<file path="config.mk">
export PLATFORM = sky130hd
export DESIGN_NAME = nearest_beacon_presence_tracker_unit
export DESIGN_NICKNAME = d
export VERILOG_FILES = /design/src/rtl/core/nbpt_pkg.sv /design/src/rtl/core/nearest_beacon_presence_tracker_unit.sv /design/src/rtl/core/nbpt_scan.sv /design/src/rtl/core/nbpt_queue.sv
export SDC_FILE = /design/constraint.sdc
export NUM_CORES = 1
export LEC_CHECK = 0
export ABC_CLOCK_PERIOD_IN_PS = 7040
export BUFFER_PORTS_ARGS = -buffer_cell sky130_fd_sc_hd__buf_2
export CORE_UTILIZATION = 50
export DETAILED_ROUTE_END_ITERATION = 12
export PLACE_DENSITY_LB_ADDON = 0.25
export SLEW_MARGIN = 0
export SYNTH_ARGS = -nofsm -noshare
export SYNTH_HDL_FRONTEND = slang
export SYNTH_HIERARCHICAL = 1
export SYNTH_SLANG_ARGS = --single-unit
</file>
<file path="constraint.sdc">
create_clock -name clock -period 7.04 [get_ports clock]
set_input_delay 0.704 -clock clock [delete_from_list [all_inputs] [get_ports clock]]
set_output_delay 0.704 -clock clock [all_outputs]
set_load 0.005 [all_outputs]
</file>
<file path="src/rtl/core/nbpt_pkg.sv">
package nbpt_pkg;

   localparam logic OP_ENTRY = 1'b0;
   localparam logic OP_END   = 1'b1;

   localparam logic CSR_DIST_THRESHOLD = 1'b0;
   localparam logic CSR_MAX_AGE        = 1'b1;

   localparam logic [16:0] SENTINEL_CM        = 17'd99900;
   localparam logic [16:0] RESET_THRESHOLD_CM = 17'd300;
   localparam logic [31:0] RESET_MAX_AGE_MS   = 32'd30000;

   typedef struct packed {
      logic        op;
      logic [47:0] beacon_address;
      logic [16:0] beacon_distance_cm;
      logic [31:0] age_ms;
      logic        in_filter;
   } req_type;

   typedef struct packed {
      logic [47:0] report_address;
      logic [16:0] report_distance_cm;
      logic        present;
      logic        last_of_run;
   } rsp_type;

   // reports produced by one end of scan, in order
   typedef struct packed {
      logic [1:0] count;
      rsp_type    first;
      rsp_type    second;
   } emit_type;

endpackage

</file>
<file path="src/rtl/core/nearest_beacon_presence_tracker_unit.sv">
// Nearest-beacon presence tracker. One request is taken per cycle while
// req_stall is low. A taken request is registered in an input stage; an entry
// request updates the running scan state when it leaves that stage and gives
// no response, while an end-of-scan request then gives zero, one or two
// reports, written together into a report queue of 2**QUEUE_ADDR_BITS
// entries. Responses leave the queue one per cycle while rsp_stall is low;
// req_stall rises when a request waits in the input stage and the queue cannot
// hold two more reports. Configuration writes take effect at the next edge.
module nearest_beacon_presence_tracker_unit #(
   parameter int QUEUE_ADDR_BITS = 2
) (
   input  logic               clock,
   input  logic               reset,
   input  logic               req_valid,
   output logic               req_stall,
   input  nbpt_pkg::req_type  req_data,
   output logic               rsp_valid,
   input  logic               rsp_stall,
   output nbpt_pkg::rsp_type  rsp_data,
   input  logic               csr_write,
   input  logic               csr_index,
   input  logic [31:0]        csr_wdata
);
   import nbpt_pkg::*;

   logic [16:0] threshold_ff, threshold_in;
   logic [31:0] max_age_ff, max_age_in;
   logic        in_valid_ff, in_valid_in;
   req_type     in_data_ff, in_data_in;

   logic     room, advance, accept;
   emit_type emit;

   always_comb begin
      threshold_in = threshold_ff;
      max_age_in   = max_age_ff;
      if (csr_write) begin
         unique case (csr_index)
            CSR_DIST_THRESHOLD: threshold_in = csr_wdata[16:0];
            CSR_MAX_AGE:        max_age_in   = csr_wdata;
            default: ;
         endcase
      end
   end

   always_comb begin
      advance     = in_valid_ff && room;
      req_stall   = in_valid_ff && !room;
      accept      = req_valid && !req_stall;
      in_valid_in = accept || (in_valid_ff && !advance);
      in_data_in  = accept ? req_data : in_data_ff;
   end

   always_ff @(posedge clock) begin
      if (reset) begin
         threshold_ff <= RESET_THRESHOLD_CM;
         max_age_ff   <= RESET_MAX_AGE_MS;
         in_valid_ff  <= 1'b0;
      end else begin
         threshold_ff <= threshold_in;
         max_age_ff   <= max_age_in;
         in_valid_ff  <= in_valid_in;
      end
   end

   always_ff @(posedge clock) begin
      in_data_ff <= in_data_in;
   end

   nbpt_scan u_scan (
      .clock        (clock),
      .reset        (reset),
      .item_valid   (advance),
      .item         (in_data_ff),
      .threshold_cm (threshold_ff),
      .max_age_ms   (max_age_ff),
      .emit         (emit)
   );

   nbpt_queue #(
      .ADDR_BITS (QUEUE_ADDR_BITS)
   ) u_queue (
      .clock     (clock),
      .reset     (reset),
      .push      (advance),
      .emit      (emit),
      .room      (room),
      .rsp_valid (rsp_valid),
      .rsp_stall (rsp_stall),
      .rsp_data  (rsp_data)
   );

   a_entry_silent: assert property (@(posedge clock) disable iff (reset)
      (advance && in_data_ff.op == OP_ENTRY) |-> emit.count == 2'd0)
      else $error("entry request produced a report");

   a_pair_order: assert property (@(posedge clock) disable iff (reset)
      (advance && emit.count == 2'd2) |-> (!emit.first.last_of_run
         && emit.second.last_of_run))
      else $error("last_of_run misplaced in report pair");

   a_hold_pending: assert property (@(posedge clock) disable iff (reset)
      (in_valid_ff && !advance) |=> (in_valid_ff && $stable(in_data_ff)))
      else $error("pending request lost while queue full");

endmodule

</file>
<file path="src/rtl/core/nbpt_scan.sv">
module nbpt_scan (
   input  logic                clock,
   input  logic                reset,
   input  logic                item_valid,
   input  nbpt_pkg::req_type   item,
   input  logic [16:0]         threshold_cm,
   input  logic [31:0]         max_age_ms,
   output nbpt_pkg::emit_type  emit
);
   import nbpt_pkg::*;

   logic [47:0] tracked_addr_ff, tracked_addr_in;
   logic        tracked_valid_ff, tracked_valid_in;
   logic        gone_reported_ff, gone_reported_in;
   logic [47:0] best_addr_ff, best_addr_in;
   logic [16:0] best_dist_ff, best_dist_in;
   logic        best_found_ff, best_found_in;
   logic        any_visible_ff, any_visible_in;
   logic        tracked_visible_ff, tracked_visible_in;
   logic        tracked_listed_ff, tracked_listed_in;
   logic [16:0] tracked_dist_ff, tracked_dist_in;

   logic vis, match, lost, back, gone_mid, change, vanish, first_grp, second_grp;

   always_comb begin
      vis = item.in_filter && (item.beacon_distance_cm <= threshold_cm)
            && (item.age_ms < max_age_ms);
      match = tracked_valid_ff && (item.beacon_address == tracked_addr_ff);

      lost = tracked_valid_ff && !tracked_visible_ff && !gone_reported_ff
             && tracked_listed_ff;
      back = tracked_valid_ff && tracked_visible_ff && gone_reported_ff;
      gone_mid = lost || (gone_reported_ff && !back);
      change = best_found_ff && (!tracked_valid_ff || (tracked_addr_ff != best_addr_ff));
      vanish = !best_found_ff && tracked_valid_ff && !any_visible_ff && !gone_mid
               && tracked_listed_ff;
      first_grp  = lost || back;
      second_grp = change || vanish;

      tracked_addr_in    = tracked_addr_ff;
      tracked_valid_in   = tracked_valid_ff;
      gone_reported_in   = gone_reported_ff;
      best_addr_in       = best_addr_ff;
      best_dist_in       = best_dist_ff;
      best_found_in      = best_found_ff;
      any_visible_in     = any_visible_ff;
      tracked_visible_in = tracked_visible_ff;
      tracked_listed_in  = tracked_listed_ff;
      tracked_dist_in    = tracked_dist_ff;

      emit = '0;

      if (item_valid) begin
         if (item.op == OP_ENTRY) begin
            if (vis) begin
               any_visible_in = 1'b1;
               if (item.beacon_distance_cm < best_dist_ff) begin
                  best_dist_in  = item.beacon_distance_cm;
                  best_addr_in  = item.beacon_address;
                  best_found_in = 1'b1;
               end
            end
            if (match) begin
               tracked_listed_in = 1'b1;
               tracked_dist_in   = item.beacon_distance_cm;
               if (vis) begin
                  tracked_visible_in = 1'b1;
               end
            end
         end else begin
            gone_reported_in = gone_mid;
            if (change) begin
               tracked_addr_in  = best_addr_ff;
               tracked_valid_in = 1'b1;
               gone_reported_in = 1'b0;
            end else if (vanish) begin
               gone_reported_in = 1'b1;
            end

            emit.second.report_address     = change ? best_addr_ff : tracked_addr_ff;
            emit.second.report_distance_cm = change ? best_dist_ff : tracked_dist_ff;
            emit.second.present            = change;
            emit.second.last_of_run        = 1'b1;

            if (first_grp) begin
               emit.first.report_address     = tracked_addr_ff;
               emit.first.report_distance_cm = tracked_dist_ff;
               emit.first.present            = back;
               emit.first.last_of_run        = !second_grp;
            end else begin
               emit.first = emit.second;
            end
            emit.count = 2'(first_grp) + 2'(second_grp);

            best_addr_in       = '0;
            best_dist_in       = SENTINEL_CM;
            best_found_in      = 1'b0;
            any_visible_in     = 1'b0;
            tracked_visible_in = 1'b0;
            tracked_listed_in  = 1'b0;
            tracked_dist_in    = '0;
         end
      end
   end

   always_ff @(posedge clock) begin
      if (reset) begin
         tracked_addr_ff    <= '0;
         tracked_valid_ff   <= 1'b0;
         gone_reported_ff   <= 1'b0;
         best_addr_ff       <= '0;
         best_dist_ff       <= SENTINEL_CM;
         best_found_ff      <= 1'b0;
         any_visible_ff     <= 1'b0;
         tracked_visible_ff <= 1'b0;
         tracked_listed_ff  <= 1'b0;
         tracked_dist_ff    <= '0;
      end else begin
         tracked_addr_ff    <= tracked_addr_in;
         tracked_valid_ff   <= tracked_valid_in;
         gone_reported_ff   <= gone_reported_in;
         best_addr_ff       <= best_addr_in;
         best_dist_ff       <= best_dist_in;
         best_found_ff      <= best_found_in;
         any_visible_ff     <= any_visible_in;
         tracked_visible_ff <= tracked_visible_in;
         tracked_listed_ff  <= tracked_listed_in;
         tracked_dist_ff    <= tracked_dist_in;
      end
   end

endmodule

</file>
<file path="src/rtl/core/nbpt_queue.sv">
module nbpt_queue #(
   parameter int ADDR_BITS = 2
) (
   input  logic                clock,
   input  logic                reset,
   input  logic                push,
   input  nbpt_pkg::emit_type  emit,
   output logic                room,
   output logic                rsp_valid,
   input  logic                rsp_stall,
   output nbpt_pkg::rsp_type   rsp_data
);
   import nbpt_pkg::*;

   localparam int Depth = 1 << ADDR_BITS;
   localparam logic [ADDR_BITS:0] FillLimit = (ADDR_BITS + 1)'(Depth - 2);

   rsp_type mem_ff [Depth];

   logic [ADDR_BITS-1:0] wr_ptr_ff, wr_ptr_in;
   logic [ADDR_BITS-1:0] rd_ptr_ff, rd_ptr_in;
   logic [ADDR_BITS:0]   count_ff, count_in;
   logic [1:0]           push_n;
   logic                 pop;

   always_comb begin
      push_n    = push ? emit.count : 2'd0;
      rsp_valid = (count_ff != '0);
      pop       = rsp_valid && !rsp_stall;
      rsp_data  = mem_ff[rd_ptr_ff];
      room      = ((count_ff - (ADDR_BITS + 1)'(pop)) <= FillLimit);
      wr_ptr_in = wr_ptr_ff + ADDR_BITS'(push_n);
      rd_ptr_in = rd_ptr_ff + ADDR_BITS'(pop);
      count_in  = count_ff + (ADDR_BITS + 1)'(push_n) - (ADDR_BITS + 1)'(pop);
   end

   always_ff @(posedge clock) begin
      if (push_n != 2'd0) begin
         mem_ff[wr_ptr_ff] <= emit.first;
      end
      if (push_n == 2'd2) begin
         mem_ff[wr_ptr_ff + ADDR_BITS'(1)] <= emit.second;
      end
   end

   always_ff @(posedge clock) begin
      if (reset) begin
         wr_ptr_ff <= '0;
         rd_ptr_ff <= '0;
         count_ff  <= '0;
      end else begin
         wr_ptr_ff <= wr_ptr_in;
         rd_ptr_ff <= rd_ptr_in;
         count_ff  <= count_in;
      end
   end

endmodule
</file>
==> flow_summary.toml <==
[worst_setup_path]
crit_fanout = 33
reg2reg_setup_slack_ns = 2.10
r2r_start = "u_scan/tracked_addr_ff[29]"
critical_path_class = "flop to flop"
timing.rr.end = "u_queue/mem_ff[3][50]"
startpoint_type = "flop"
reg2regPathDepth = 11
startpoint = "u_scan/tracked_addr_ff[29]"
cp-end-kind = "flop"
crit_required_ns = 7.30
critPathArrivalTime_ns = 5.20

[finish]
register_area_um2 = 14890
fin_nets = 2594
drive_gt1_frac = 0.2805
synthToLayoutAreaGrowth_pct = 12.42
multi_input_area_um2 = 12590
nFillCells = 4546
stdcell_area_um2 = 31910

[cts]
cts_buffer_depth = 3
clock_sinks = 560
postCtsHoldBufs = 0
clkSlewWorstSetupHoldPaths_ns = 0.06
cts_setup_buffers = 0
cts_resized = 0
ctsHtreeMaxLevel = 2
tritoncts = "built"
clk_latency_ns = 0.62
cts_buffers = 59
root_buffer = "clkbuf_16"

[global_route]
grt_max_degree = 79
grt_pass1_vias = 18710
overflow = 0
antenna_found_initial = 4
grt_use_total = 0.2477
grt_pass1_wl_mm = 108.6

[floorplanning]
num_rows = 86
ios = 206
floorplan.die_area_um2 = 57730
start_util = 0.5103
die_h_um = 240.3
die_width_um = 240.3
core_area_um2 = 55630

[sta]
tightest_slew_ns = 1.328
slew_viol_final = 0
finalWorstSetupSlack_ns = 2.105
finalSetupViolCount = 0
clock_skew_ns = 0.01593
setup_tns_ns = 0
rsz0062_at_grt = "false"
slew_headroom = 0.1097
period_share = 0.7010
max_freq_mhz = 202.6
finalHoldViolCount = 0
period_needed_ns = 4.935

[yosys]
ys_seq_area_frac = 0.5243
async_reset_ff_frac = 0
syn_area_um2 = 28390
synthTopCellsByArea = "edfxtp_1 39%, dfxtp_1 14%, mux2_2 9.5%, mux2i_1 9.3%, mux4_2 5.3%"
synth_warnings = 6
synth_seq_cells = 560
syn-mean-instance-area_um2 = 12.73
synth_common_cells = "367 x edfxtp_1, 264 x mux2i_1, 242 x nor2_1"
synthMostInstantiatedCell = "edfxtp_1"
synthDominantCellAreaShare = 0.3882
syn_nets = 2438
synth_edf_count = 367
synth_top_area_cell = "edfxtp_1"
synthCells = 2230
ys_types = 70
ys.flop_type = "edfxtp_1"

[detailed_routing]
drt-pass1-iter-count = 5
wire_per_inst_um = 22.30
drt_wl_total_mm = 71.02
vias = 18209
drtIter0Drc = 1199
ant_nets = 0
via_per_inst = 5.717
drcViolationCount = 0

[placed_design]
gp_congestion = 0.8616
post-place-ws_ns = 2.145
io_buffer_count = 205
dp_hpwl_mm = 44.71
place_area_um2 = 29930

[run]
maxCapViolations = 0

[pwr]
p_per_area_nw_per_um2 = 249.2
vdd_ir_drop_max_uv = 194.5
leakagePower_nw = 12.94

[min_path]
min_path_cells = 1
min_from = "req_data[8]"
hold_end = "in_data_ff[8]"
hold_path_class = "input port to flop"

[outcome]
status = "finished, final reports clean"
## worst max-delay path by stage
| stage | endpoint | slack, ns | cells past startpoint |
|---|---|---|---|
| finish | u_queue/mem_ff[3][50] | 2.10 | 11 |
| global route | u_scan/tracked_addr_ff[19] | 1.79 | 13 |
| CTS | u_scan/tracked_dist_ff[11] | 2.13 | 13 |
| detailed placement | u_queue/mem_ff[3][46] | 2.14 | 11 |
| global placement | u_queue/mem_ff[3][46] | 2.20 | 11 |
| floorplan | in_data_ff[0] | 0.58 | 8 |
## cell type report
type / instances / share of cell area
clock inverters: 31 / 0.009958
inverters: 80 / 0.009409
clock buffers: 79 / 0.05214
multi-input cells: 1457 / 0.3944
well taps: 748 / 0.02933
diodes: 2 / 0.0001568
flip-flops and latches: 560 / 0.4666
repair buffers: 228 / 0.03803
## layout by cell type, fill, tap and decap left out, types with 61 or more instances in the layout
cell type	synthesis	layout
nand2_1	140	139
nor2_1	242	239
buf_2	45	204
ha_1	70	70
mux4_2	67	67
mux2i_1	264	264
dfxtp_1	193	191
edfxtp_1	367	367
inv_1	79	79
clkbuf_16	0	61
mux2_2	239	239
## sequential cells by signal, summed over array words and instances (netlist names), 2 cells and up
register / cells
threshold_ff: 17
in_data_ff: 99
u_scan/tracked_dist_ff: 17
u_scan/best_addr_ff: 48
u_queue/rd_ptr_ff: 2
u_queue/count_ff: 3
u_queue/mem_ff: 268
u_scan/tracked_addr_ff: 48
u_scan/best_dist_ff: 17
max_age_ff: 32
u_queue/wr_ptr_ff: 2
## metal layers
layer	track usage	routed length, µm	vias to the layer above
li1	-	-	8475
met1	0.3226	30420	9081
met2	0.4199	34520	524
met3	0.03111	3508	125
met4	0.09631	2541	4
met5	0	23	-
## where the power goes
| part | total [mW] | internal [mW] | switching, mW |
|---|---|---|---|
| Sequential | 3.73 | 3.60 | 0.127 |
| Combinational | 1.04 | 0.470 | 0.567 |
| Clock | 3.19 | 1.90 | 1.29 |
| Total | 7.95 | 5.97 | 1.98 |
## stage by stage
step / utilization / hold slack (ns) / cells / power, mW
after floorplan: - / 0.4354 / 2230 / 4.429
after global placement: 0.5380 / 0.4487 / 3073 / 4.830
after detailed placement: 0.5380 / 0.4548 / 3073 / 4.847
after CTS: 0.5736 / 0.2087 / 3183 / 8.040
after global routing: 0.5736 / 0.2302 / 3183 / 8.237
final: 0.5737 / 0.2532 / 3185 / 7.953
## cell families after synthesis
family	after synthesis	synth area share
flops	560	0.5243
buf+inv	213	0.03610
simple gates	545	0.08718
xor+xnor	90	0.02777
compound gates	151	0.03619
mux	600	0.2569
fa+ha+maj	71	0.03156
## worst max-delay path, cell delays in order, from the launching register on
cell and delay [ns]:
dfxtp_1 0.43, xor2_1 0.14, a2111oi_0 0.51, o2111ai_1 0.18, or4_1 0.61, o21ai_4 0.20
nand2_1 0.10, ha_1 0.28, and3_1 0.42, mux2_2 0.25, and3_2 0.88, buf_4 0.54
No activity file was read; power rests on OpenSTA's default activity.
